==> src/sv/dfrc_pkg.sv <==
package dfrc_pkg;

  localparam int LENGTH_BITS = 32;
  localparam int CFG_INDEX_BITS = 2;

  localparam logic [31:0] MAGIC_RESET = 32'h5745_4447;
  localparam logic [31:0] VERSION_RESET = 32'd1;
  localparam logic [31:0] HASH_START = 32'd5381;
  localparam logic [32:0] HDR_BYTES = 33'd16;
  localparam logic [32:0] COUNT_MAX = '1;
  localparam logic [31:0] LENGTH_MASK = 32'((64'd1 << LENGTH_BITS) - 64'd1);

  typedef enum logic [CFG_INDEX_BITS-1:0] {
    REG_MAGIC   = 2'd0,
    REG_VERSION = 2'd1
  } cfg_reg_t;

  typedef enum logic [2:0] {
    ST_OK        = 3'd0,
    ST_SHORT     = 3'd1,
    ST_BAD_ID    = 3'd2,
    ST_TRUNCATED = 3'd3,
    ST_MISMATCH  = 3'd4
  } status_t;

  typedef struct packed {
    status_t     status;
    logic [31:0] length;
    logic [31:0] hash;
  } verdict_t;

endpackage

==> src/sv/dfrc_record.sv <==
module dfrc_record
  import dfrc_pkg::*;
(
  input  logic        clk,
  input  logic        rst,
  input  logic        accept,
  input  logic [7:0]  data_byte,
  input  logic        last_byte,
  input  logic [31:0] expected_magic,
  input  logic [31:0] expected_version,
  output verdict_t    verdict
);

  logic [32:0] byte_count, byte_count_next;
  logic [31:0] header_magic, header_magic_next;
  logic [31:0] header_version, header_version_next;
  logic [31:0] header_length, header_length_next;
  logic [31:0] header_checksum, header_checksum_next;
  logic [31:0] running_hash, running_hash_next;
  logic [31:0] len_now;
  logic [31:0] len_next;
  logic [33:0] payload_end;
  logic [33:0] payload_end_next;
  logic        in_header;
  logic        in_payload;

  assign len_now = header_length & LENGTH_MASK;
  assign payload_end = {1'b0, HDR_BYTES} + {2'b00, len_now};
  assign in_header = byte_count < HDR_BYTES;
  assign in_payload = !in_header && ({1'b0, byte_count} < payload_end);

  always_comb begin
    header_magic_next = header_magic;
    header_version_next = header_version;
    header_length_next = header_length;
    header_checksum_next = header_checksum;
    running_hash_next = running_hash;
    if (in_header) begin
      case (byte_count[3:2])
        2'd0: header_magic_next[byte_count[1:0]*8 +: 8] = data_byte;
        2'd1: header_version_next[byte_count[1:0]*8 +: 8] = data_byte;
        2'd2: header_length_next[byte_count[1:0]*8 +: 8] = data_byte;
        default: header_checksum_next[byte_count[1:0]*8 +: 8] = data_byte;
      endcase
    end else if (in_payload) begin
      running_hash_next = (running_hash << 5) + running_hash + {24'd0, data_byte};
    end
    byte_count_next = (byte_count == COUNT_MAX) ? byte_count : byte_count + 33'd1;
  end

  assign len_next = header_length_next & LENGTH_MASK;
  assign payload_end_next = {1'b0, HDR_BYTES} + {2'b00, len_next};

  always_comb begin
    verdict.hash = running_hash_next;
    verdict.length = len_next;
    if (byte_count_next < HDR_BYTES) begin
      verdict.status = ST_SHORT;
      verdict.length = '0;
    end else if (header_magic_next != expected_magic ||
                 header_version_next != expected_version) begin
      verdict.status = ST_BAD_ID;
    end else if ({1'b0, byte_count_next} < payload_end_next) begin
      verdict.status = ST_TRUNCATED;
    end else if (running_hash_next != header_checksum_next) begin
      verdict.status = ST_MISMATCH;
    end else begin
      verdict.status = ST_OK;
    end
  end

  always_ff @(posedge clk) begin
    if (rst || (accept && last_byte)) begin
      byte_count <= '0;
      header_magic <= '0;
      header_version <= '0;
      header_length <= '0;
      header_checksum <= '0;
      running_hash <= HASH_START;
    end else if (accept) begin
      byte_count <= byte_count_next;
      header_magic <= header_magic_next;
      header_version <= header_version_next;
      header_length <= header_length_next;
      header_checksum <= header_checksum_next;
      running_hash <= running_hash_next;
    end
  end

endmodule

==> config.mk <==
export PLATFORM = sky130hd
export DESIGN_NAME = dfrc_record
export DESIGN_NICKNAME = d
export VERILOG_FILES = /design/src/sv/dfrc_pkg.sv /design/src/sv/dfrc_record.sv
export SDC_FILE = /design/constraint.sdc
export NUM_CORES = 1
export LEC_CHECK = 0
export ABC_AREA = 1
export BUFFER_PORTS_ARGS = -buffer_cell sky130_fd_sc_hd__buf_2
export CORE_ASPECT_RATIO = 1.25
export CORE_MARGIN = 2
export CORE_UTILIZATION = 35
export DETAILED_ROUTE_END_ITERATION = 8
export HOLD_SLACK_MARGIN = 0.02
export SYNTH_ARGS = -nofsm -noshare
export SYNTH_HDL_FRONTEND = slang
export SYNTH_SLANG_ARGS = --single-unit
==> constraint.sdc <==
create_clock -name clk -period 13.05 [get_ports clk]
set_clock_uncertainty 0.1 [all_clocks]
set_input_delay 3.915 -clock clk [delete_from_list [all_inputs] [get_ports clk]]
set_output_delay 3.915 -clock clk [all_outputs]
set_load 0.01 [all_outputs]
==> flow_summary.yaml, run 1 <==
routing:
  drc: 0
  routedWlPerCell_um: 17.31
  dr.pass1.iters: 6
  routed_wl_um: 74910
  vias_per_cell: 5.031
  antenna_left: 0
  drt_iter0_drc: 1752
  vias: 21770
cts:
  cts_tree: "done"
  cts_hold_buf: 0
  htreeDepth: 4
  numCtsBuffers: 17
  clockBufferDepth: 2
  clockRootBuffer: "clkbuf_16"
  cts_setup_buffers: 0
  post_cts_resized: 0
  clk_pin_slew_worst_paths_ps: 80
  clock-sinks: 193
  clk_latency_ps: 510
worst_setup_path:
  crit_chain: "buf_2 > nand2_1 > nor2_1 > nand3_1 > o21ai_1 > inv_1 > nor2_1 > nand3_1 > nor2_2 > nand2_1 > nand2_1 > nand2_1 > ha_1 > nand2_1 > inv_1 > nand3_1 > nor3_1 > nand2_1 > nor4_1 > o21ai_1 > nand3_1 > nand4_1 > nor2_1 > buf_2"
  crit_required_ps: 9030
  worstSetupPathType: "in -> out"
  cpMostUsedCell: "nand2_1"
  startpoint_type: "primary input"
  critical-path-max-stage-delay_ps: 370
  path_buf_inv: 4
  critPathSlowestCell: "o21ai_1"
  cpLargestDelayFamily: "simple AND/OR/NAND/NOR gates"
  end_kind: "output pin"
  cp_max_fo: 6
  crit_arrival_ps: 8130
power:
  swShare: 0.4402
  power.share.combinational: 0.414
  p_clk_frac: 0.272
  powerDensity_mw_per_mm2: 98.75
  p_seq_frac: 0.314
  ir_drop_mv: 0.09046
  power.switching_mw: 0.9362
  p_int_mw: 1.191
  total_power_mw: 2.127
  leakagePower_nw: 11.62
run:
  cap_violations: 0
layout:
  fin_nets: 3781
  drive_gt1_frac: 0.07199
  post-route-util: 0.3866
  area_delta_synth_final_pct: 9.644
placed_design:
  portBuffers: 142
  routabilityCongestion: 0.9382
  dp_hpwl_um: 58620
floorplan:
  dieArea_mm2: 0.05804
  die_x_um: 215.9
  row_count: 97
  die_y_um: 268.9
  initial_core_util: 0.3526
  ios: 143
  core_area_mm2: 0.05571
global_route:
  grt_max_degree: 99
  grt_usage: 0.2564
  gr-total-overflow: 0
  grt_pass1_wl_um: 114200
  grt_pass1_vias: 19914
  antenna_found_initial: 1
timing:
  hold_viol_final: 0
  worst_pin_slew_ps: 1055
  setup_viol_count_final: 0
  grt_setup_unrepaired: "no"
  setup_tns_ps: 0
  fin_crit_sh: 0.9304
  slew_headroom: 0.2957
  period_minus_slack_ps: 12140
  slew_violations: 0
  fmax_mhz: 82.36
yosys:
  yosysSeqAreaShare: 0.1967
  ys.flop_type: "dfxtp_1"
  syn_nets: 3725
  synth_enable_flop_cells: 0
  syn_area_mm2: 0.01964
  ys_types: 50
  yosysWarningCount: 0
  async_reset_ff_frac: 0
  avgSynthCellArea_um2: 5.588
  syn_inst: 3515
  ys_seq_elements: 193
min_path:
  hp-class: "reg -> reg"
run_status:
  status: "complete, no violations"
-- power groups by stage --
stage | Combinational (mW) | Clock (mW) | Sequential [mW]
after floorplan | 0.608 | 0 | 0.663
after global placement | 0.874 | 0 | 0.680
after detailed placement | 0.878 | 0 | 0.680
after CTS | 0.881 | 0.592 | 0.667
after global routing | 0.999 | 0.613 | 0.672
final | 0.881 | 0.578 | 0.667
-- cell usage after synthesis, drive strengths merged (4+ instances only) --
cell type / count / area share
nand2: 1248 / 0.24
inv: 523 / 0.10
nor2: 323 / 0.065
o21ai: 294 / 0.076
a21oi: 216 / 0.055
dfxtp: 193 / 0.20
nand3: 164 / 0.044
ha: 130 / 0.083
clkbuf: 91 / 0.017
nand3b: 73 / 0.028
xor2: 70 / 0.031
nor3: 45 / 0.012
buf: 33 / 0.010
nand4: 33 / 0.011
or2: 14 / 0.0045
xnor2: 12 / 0.0054
o22ai: 9 / 0.0032
o211ai: 8 / 0.0031
o21bai: 6 / 0.0023
a31oi: 4 / 0.0013
fa: 4 / 0.0041
-- logic make-up after synthesis --
group           Yosys count  synth area share
compound gates          549            0.1463
xor+xnor                 82           0.03656
fa+ha+maj               134           0.08688
buf+inv                 649            0.1279
flops                   193            0.1967
simple gates           1908            0.4056
-- layer usage --
layer	vias up	track usage	part of all wire
met5	-	0	0
met4	0	0.1231	0.050
met3	149	0.03452	0.050
met2	622	0.4473	0.47
met1	9804	0.3113	0.43
li1	11195	-	-
-- final timing paths --
check,startpoint,to,slack [ps],cells past startpoint
max,data_byte[6],verdict[66],910,24
min,header_checksum[0]$_SDFFE_PP0P_,header_checksum[0]$_SDFFE_PP0P_,400,2
max reg2reg,header_length[4]$_SDFFE_PP0P_,running_hash[23]$_SDFFE_PP0P_,7460,26
min reg2reg,header_checksum[0]$_SDFFE_PP0P_,header_checksum[0]$_SDFFE_PP0P_,400,2
-- worst min-delay path, cell delays in order (launching register included) --
cell and delay, ps:
dfxtp_1 340, o211ai_1 90, inv_1 50
-- sequential cells by signal (all words and copies together), names as in the netlist --
name / cells
byte_count: 33
header_checksum: 32
header_length: 32
header_magic: 32
header_version: 32
running_hash: 32
-- per-stage QoR --
stage	std cells	cell area, µm²	worst slack [ps]	hold slack (ps)
6_report	4327	21540	908.6	399.2
5_1_grt	4326	21530	537.5	445.1
4_1_cts	4326	21530	1000	400.3
3_5_place_dp	4294	20920	1008	374.2
3_3_place_gp	4294	20920	1034	370.4
2_1_floorplan	3515	19640	2483	349.5
-- placed cells by master (no fill, tap or decap), types with 2 or more instances in the layout --
master and n:
o21a_1 3, clkinv_1 2, nand3b_1 73, o21ai_0 269, ha_1 130, o211ai_1 8
xor2_1 70, buf_4 19, inv_2 12, nand4_1 33, nor4_1 3, inv_1 510
or2_2 11, clkbuf_16 17, a21oi_1 215, a21o_1 3, o22ai_1 8, dfxtp_1 193
o21bai_1 6, clkinv_2 2, fa_1 4, nor2_1 304, nand2_1 1242, nand3_4 2
nand3_1 157, nor3_1 44, a31oi_1 4, nor2_2 10, nor2_4 9, inv_8 6
nand2_2 6, nand3_2 5, xnor2_1 12, buf_2 141, o21ai_2 5, and3_1 2
o221ai_1 3, o21ai_1 19, clkinv_8 3, or2_0 2
-- cell type report --
type	instances	area [µm²]
Antenna cell	1	2.502
Timing Repair Buffer	161	859.6
Clock buffer	19	442.9
Inverter	525	1972
Tap cell	742	928.4
Clock inverter	13	168.9
Sequential cell	193	3864
Fill cell	6275	34170
Multi-Input combinational cell	2673	13300
No activity file was read; power rests on OpenSTA's default activity.
==> run 2: changes to the inputs <==
--- a/config.mk
+++ b/config.mk
@@ -12,6 +12,7 @@
 export CORE_UTILIZATION = 35
 export DETAILED_ROUTE_END_ITERATION = 8
 export HOLD_SLACK_MARGIN = 0.02
+export MAX_ROUTING_LAYER = met4
 export SYNTH_ARGS = -nofsm -noshare
 export SYNTH_HDL_FRONTEND = slang
 export SYNTH_SLANG_ARGS = --single-unit
==> flow_summary.yaml, run 2 (synthesis gave the netlist of run 1 again) <==
layout:
  fin_nets: 3781
  regArea_mm2: 0.003864
  layout_common_cells: "1242 x nand2_1, 510 x inv_1, 304 x nor2_1"
  final_cells: 4328
  multi_input_area_mm2: 0.01330
  fillers: 6305
  area_delta_synth_final_pct: 9.682
  largest_register_ff_count: 33
  largest_register: "byte_count"
  layout_commonest_cell: "nand2_1"
  drive_gt1_frac: 0.07199
power:
  p_int_mw: 1.186
  power.share.combinational: 0.413
  p_clk_frac: 0.274
  p_seq_frac: 0.314
  powerDensity_mw_per_mm2: 98.92
  leakagePower_nw: 11.61
  ir_drop_mv: 0.08838
  total_power_mw: 2.131
  power.switching_mw: 0.9450
  swShare: 0.4434
timing:
  grt_setup_unrepaired: "no"
  hold_viol_final: 0
  slew_headroom: 0.3001
  fmax_mhz: 82.53
  period_minus_slack_ps: 12120
  layout_setup_ws_ps: 932.7
  worst_pin_slew_ps: 1050
  fin_crit_sh: 0.9285
  setup_viol_count_final: 0
  setup_tns_ps: 0
  slew_violations: 0
global_route:
  grt_max_degree: 125
  grt_usage: 0.2642
  gr-total-overflow: 0
  antenna_found_initial: 1
  grt_pass1_vias: 19727
  grt_pass1_wl_um: 114100
run_status:
  status: "complete, no violations"
worst_setup_path:
  reg2reg_slack_ps: 7540
  path_buf_inv: 4
  endpoint: "verdict[66]"
  crit_required_ps: 9030
  crit_cells: 24
  crit_chain: "buf_2 > nand2_1 > nor2_1 > nand3_1 > o21ai_1 > inv_1 > nor2_1 > nand3_1 > nor2_2 > nand2_1 > nand2_1 > nand2_1 > ha_1 > nand2_1 > inv_1 > nand3_1 > nor3_1 > nand2_1 > nor4_1 > o21ai_1 > nand3_1 > nand4_1 > nor2_1 > buf_2"
  critPathSlowestCell: "o21ai_1"
  worstSetupPathType: "in -> out"
  cpMostUsedCell: "nand2_1"
  r2r-start: "header_length[4]$_SDFFE_PP0P_"
  end_kind: "output pin"
  critical-path-max-stage-delay_ps: 360
  cpLargestDelayFamily: "simple AND/OR/NAND/NOR gates"
  cp_max_fo: 6
  worstSetupStartpoint: "data_byte[6]"
  crit_arrival_ps: 8100
  rr_endpoint: "running_hash[31]$_SDFFE_PP0P_"
  reg2reg_depth: 26
  startpoint_type: "primary input"
cts:
  clk_latency_ps: 510
  post_cts_resized: 0
  cts_tree: "done"
  clock-sinks: 193
  cts_hold_buf: 0
  clk_pin_slew_worst_paths_ps: 70
  cts_setup_buffers: 0
  numCtsBuffers: 17
  htreeDepth: 4
  clockBufferDepth: 2
  clockRootBuffer: "clkbuf_16"
placed_design:
  numPlacedInstances: 4294
  routabilityCongestion: 0.9499
  portBuffers: 142
  place_ws_ps: 994.0
  dp_hpwl_um: 58800
floorplan:
  die_x_um: 215.9
  core_area_mm2: 0.05571
  dieArea_mm2: 0.05804
  row_count: 97
  initial_core_util: 0.3526
  die_y_um: 268.9
  ios: 143
routing:
  drc: 0
  routedWlPerCell_um: 17.38
  vias: 21681
  vias_per_cell: 5.009
  dr.pass1.iters: 6
  drt_iter0_drc: 1618
  routed_wl_um: 75210
  antenna_left: 0
run:
  cap_violations: 0
min_path:
  holdCritStartpoint: "header_checksum[0]$_SDFFE_PP0P_"
  hp-class: "reg -> reg"
[run 2: changes by cell type in the layout (fill, tap and decap cells not counted), sizes merged]
cell	change
clkbuf	-1
clkinv	+1
clkinvlp	+1
diode	+1
inv	-1
[run 2: metal layers]
metal,global-route usage,up-vias,part of all wire
met2,0.4422,553,0.47
met4,0.1351,0,0.052
met3,0.03057,136,0.047
li1,-,11191,-
met1,0.3138,9801,0.43
met5,-,-,0
[run 2: worst min path at each step]
| stage | to | slack [ps] | cells after the start |
|---|---|---|---|
| 6_report | header_checksum[0]$_SDFFE_PP0P_ | 410 | 2 |
| 5_1_grt | header_checksum[0]$_SDFFE_PP0P_ | 440 | 2 |
| 4_1_cts | header_checksum[0]$_SDFFE_PP0P_ | 400 | 2 |
| 3_5_place_dp | header_checksum[0]$_SDFFE_PP0P_ | 380 | 2 |
| 3_3_place_gp | header_checksum[0]$_SDFFE_PP0P_ | 370 | 2 |
| 2_1_floorplan | header_checksum[0]$_SDFFE_PP0P_ | 350 | 2 |
[run 2: final cells by class]
type                       count  area share
timing repair buffer         161     0.03990
sequential                   193      0.1793
multi-input combinational   2673      0.6173
antenna                        2   0.0002323
tap                          742     0.04309
clock buffer                  18     0.01992
clock inverter                14    0.008711
inverter                     525     0.09153
[run 2: through the flow]
stage	hold slack (ps)	util	instance area (µm²)
after global placement	371.3	0.3756	20920
after floorplan	349.5	-	19640
after CTS	398.4	0.3867	21540
after detailed placement	376.4	0.3756	20920
after global routing	435.1	0.3867	21540
final	414.0	0.3867	21540
[run 2: power groups by stage]
| stage | clock (mW) | combinational, mW | sequential, mW |
|---|---|---|---|
| after detailed placement | 0 | 0.876 | 0.681 |
| after global placement | 0 | 0.873 | 0.681 |
| after global routing | 0.613 | 0.997 | 0.673 |
| after CTS | 0.594 | 0.879 | 0.667 |
| after floorplan | 0 | 0.608 | 0.663 |
| final | 0.584 | 0.879 | 0.668 |
[run 2: worst reg2reg max path: stages (launching register included)]
cell	delay, ps
dfxtp_1	470
ha_1	230
nand3_1	120
inv_1	80
nand3_1	90
nor3_1	260
inv_1	210
nor3_1	340
nand3_1	270
nor3_1	200
inv_1	70
o21ai_0	340
ha_1	320
nand2_1	80
inv_1	40
nand2_1	50
nand2_1	50
nand2_1	50
nand2_1	60
nand2_1	190
inv_1	80
nor2_2	340
nand2_2	630
nand2_1	290
nand2_1	200
o21ai_0	190
inv_1	50
==> run 3: changes to the inputs <==
--- a/config.mk
+++ b/config.mk
@@ -5,7 +5,6 @@
 export SDC_FILE = /design/constraint.sdc
 export NUM_CORES = 1
 export LEC_CHECK = 0
-export ABC_AREA = 1
 export BUFFER_PORTS_ARGS = -buffer_cell sky130_fd_sc_hd__buf_2
 export CORE_ASPECT_RATIO = 1.25
 export CORE_MARGIN = 2
@@ -13,6 +12,7 @@
 export DETAILED_ROUTE_END_ITERATION = 8
 export HOLD_SLACK_MARGIN = 0.02
 export MAX_ROUTING_LAYER = met4
+export SKIP_CTS_REPAIR_TIMING = 1
 export SYNTH_ARGS = -nofsm -noshare
 export SYNTH_HDL_FRONTEND = slang
 export SYNTH_SLANG_ARGS = --single-unit
==> flow_summary.yaml, run 3 <==
run_status:
  status: "complete, no violations"
layout:
  layout_commonest_cell: "nor2_1"
  largest_register_ff_count: 33
  fin_nets: 2450
  area_delta_synth_final_pct: 11.23
  fillers: 4959
  layout_common_cells: "316 x nor2_1, 233 x nand2_1, 193 x dfxtp_1"
  diodes: 0
  largest_register: "byte_count"
  regArea_mm2: 0.003864
  drive_gt1_frac: 0.1150
  multi_input_area_mm2: 0.01194
yosys:
  yosysWarningCount: 0
  avgSynthCellArea_um2: 7.613
  netlist.area_leader.share: 0.2339
  synth_enable_flop_cells: 0
  yosysTopAreaCell: "dfxtp_1"
  ys_types: 83
  syn_area_mm2: 0.01652
  synth.top_cells.by_area: "dfxtp_1 23%, ha_1 9.8%, nor2_1 7.2%"
  ys.flop_type: "dfxtp_1"
  yosysSeqAreaShare: 0.2339
  ys_seq_elements: 193
  yosysMostFrequentCell: "nor2_1"
  synth_common_cells: "316 x nor2_1, 233 x nand2_1, 193 x dfxtp_1, 183 x a21oi_1, 130 x ha_1"
  syn_inst: 2170
  syn_nets: 2380
  async_reset_ff_frac: 0
routing:
  routedWlPerCell_um: 21.17
  vias: 16130
  routed_wl_um: 61150
  dr.pass1.iters: 6
  antenna_left: 0
  drc: 0
  vias_per_cell: 5.583
  drt_iter0_drc: 1156
power:
  ir_drop_mv: 0.09838
  power.switching_mw: 0.4228
  total_power_mw: 1.410
  swShare: 0.2997
  leakagePower_nw: 7.246
  powerDensity_mw_per_mm2: 76.75
  power.share.combinational: 0.162
  p_int_mw: 0.9877
  p_seq_frac: 0.431
  p_clk_frac: 0.407
timing:
  layout_setup_ws_ps: 567.1
  setup_viol_count_final: 0
  hold_ws_ps: 357.6
  fin_crit_sh: 0.9565
  slew_violations: 0
  period_minus_slack_ps: 12480
  slew_headroom: 0.2888
  worst_pin_slew_ps: 1057
  setup_tns_ps: 0
  hold_viol_final: 0
  fmax_mhz: 80.11
  grt_setup_unrepaired: "no"
run:
  cap_violations: 0
floorplan:
  ios: 143
  initial_core_util: 0.3524
  core_area_mm2: 0.04688
  row_count: 89
  dieArea_mm2: 0.04897
  die_x_um: 198.3
  die_y_um: 246.9
cts:
  clk_pin_slew_worst_paths_ps: 80
  clockBufferDepth: 2
  numCtsBuffers: 17
  clockRootBuffer: "clkbuf_16"
  clk_latency_ps: 470
  htreeDepth: 4
  clock-sinks: 193
  cts_tree: "done"
placed_design:
  portBuffers: 142
  routabilityCongestion: 0.9666
  place_ws_ps: 622.3
  dp_hpwl_um: 48300
worst_setup_path:
  crit_arrival_ps: 8470
  startpoint_type: "primary input"
  worstSetupPathType: "in -> out"
  end_kind: "output pin"
  crit_required_ps: 9030
  cp_max_fo: 8
global_route:
  grt_max_degree: 99
  grt_pass1_wl_um: 92410
  grt_pass1_vias: 15311
  gr-total-overflow: 0
  grt_usage: 0.2555
  antenna_found_initial: 0
min_path:
  hp-class: "reg -> reg"
[run 3: cell count changes after synthesis, sizes merged, moves of 34 or more]
| cell | previous run | this run |
|---|---|---|
| xor2 | 70 | 106 |
| nand2 | 1248 | 233 |
| xnor2 | 12 | 118 |
| a211oi | 0 | 41 |
| nand3b | 73 | 2 |
| o21ai | 294 | 69 |
| nand3 | 164 | 82 |
| inv | 523 | 45 |
| mux2i | 0 | 91 |
| and2 | 1 | 35 |
[run 3: layer usage]
| layer | up-vias | wire (µm) | global-route usage |
|---|---|---|---|
| met2 | 518 | 30880 | 0.4450 |
| met5 | - | 0 | - |
| met1 | 7694 | 25110 | 0.3006 |
| li1 | 7812 | - | - |
| met4 | 0 | 2434 | 0.09973 |
| met3 | 106 | 2733 | 0.02782 |
[run 3: logic make-up after synthesis]
kind of cell               share of synthesized area
AOI/OAI and AO/OA                             0.1628
muxes                                        0.05991
buffers and inverters                        0.04476
adders and majority gates                     0.1033
xor gates and xnor gates                      0.1188
and+or+nand+nor                               0.2767
DFF                                           0.2339
[run 3: metrics by stage]
stage / std cells / cell area (µm²) / utilization
2_1_floorplan: 2170 / 16520 / -
3_3_place_gp: 2858 / 17760 / 0.3789
3_5_place_dp: 2858 / 17760 / 0.3789
4_1_cts: 2889 / 18380 / 0.3920
5_1_grt: 2889 / 18380 / 0.3920
6_report: 2889 / 18380 / 0.3920
[run 3: area by class of cell]
cell class,instances,share of cell area
multi-input cells,1804,0.6499
clock buffers,18,0.02390
repair buffers,179,0.05393
inverters,45,0.009192
well taps,637,0.04337
flip-flops and latches,193,0.2103
clock inverters,13,0.009464
[run 3: power groups by stage]
| stage | Clock (mW) | Sequential (mW) | Combinational, mW |
|---|---|---|---|
| detailed placement | 0 | 0.622 | 0.227 |
| finish | 0.574 | 0.608 | 0.228 |
| global route | 0.600 | 0.610 | 0.249 |
| CTS | 0.580 | 0.608 | 0.228 |
| floorplan | 0 | 0.618 | 0.147 |
| global placement | 0 | 0.622 | 0.223 |
[run 3: path summary, 6_finish.rpt]
kind | from | end | slack (ps) | cells past startpoint
setup / recovery | data_byte[4] | verdict[66] | 570 | 26
hold / removal | header_version[27]$_SDFFE_PP0P_ | header_version[27]$_SDFFE_PP0P_ | 360 | 2
setup reg to reg | header_length[4]$_SDFFE_PP0P_ | running_hash[28]$_SDFFE_PP0P_ | 8080 | 16
hold reg to reg | header_version[27]$_SDFFE_PP0P_ | header_version[27]$_SDFFE_PP0P_ | 360 | 2
[run 3: worst max-delay path: stages]
cell and delay, ps:
buf_2 230, nand2_1 160, nor2_1 150, a21oi_1 110, inv_1 140, ha_1 230, nand4_1 160, a21oi_1 360
nand3_1 200, nor3_2 290, and2_1 230, nand2b_1 80, xnor2_1 130, ha_1 320, a21oi_1 130, nor2b_1 50
o21ai_0 160, nand2b_1 70, a21oi_1 140, nor2b_1 60, o21ai_0 150, nand2b_1 70, a221oi_1 310, or3_1 280
a41oi_1 110, buf_2 200
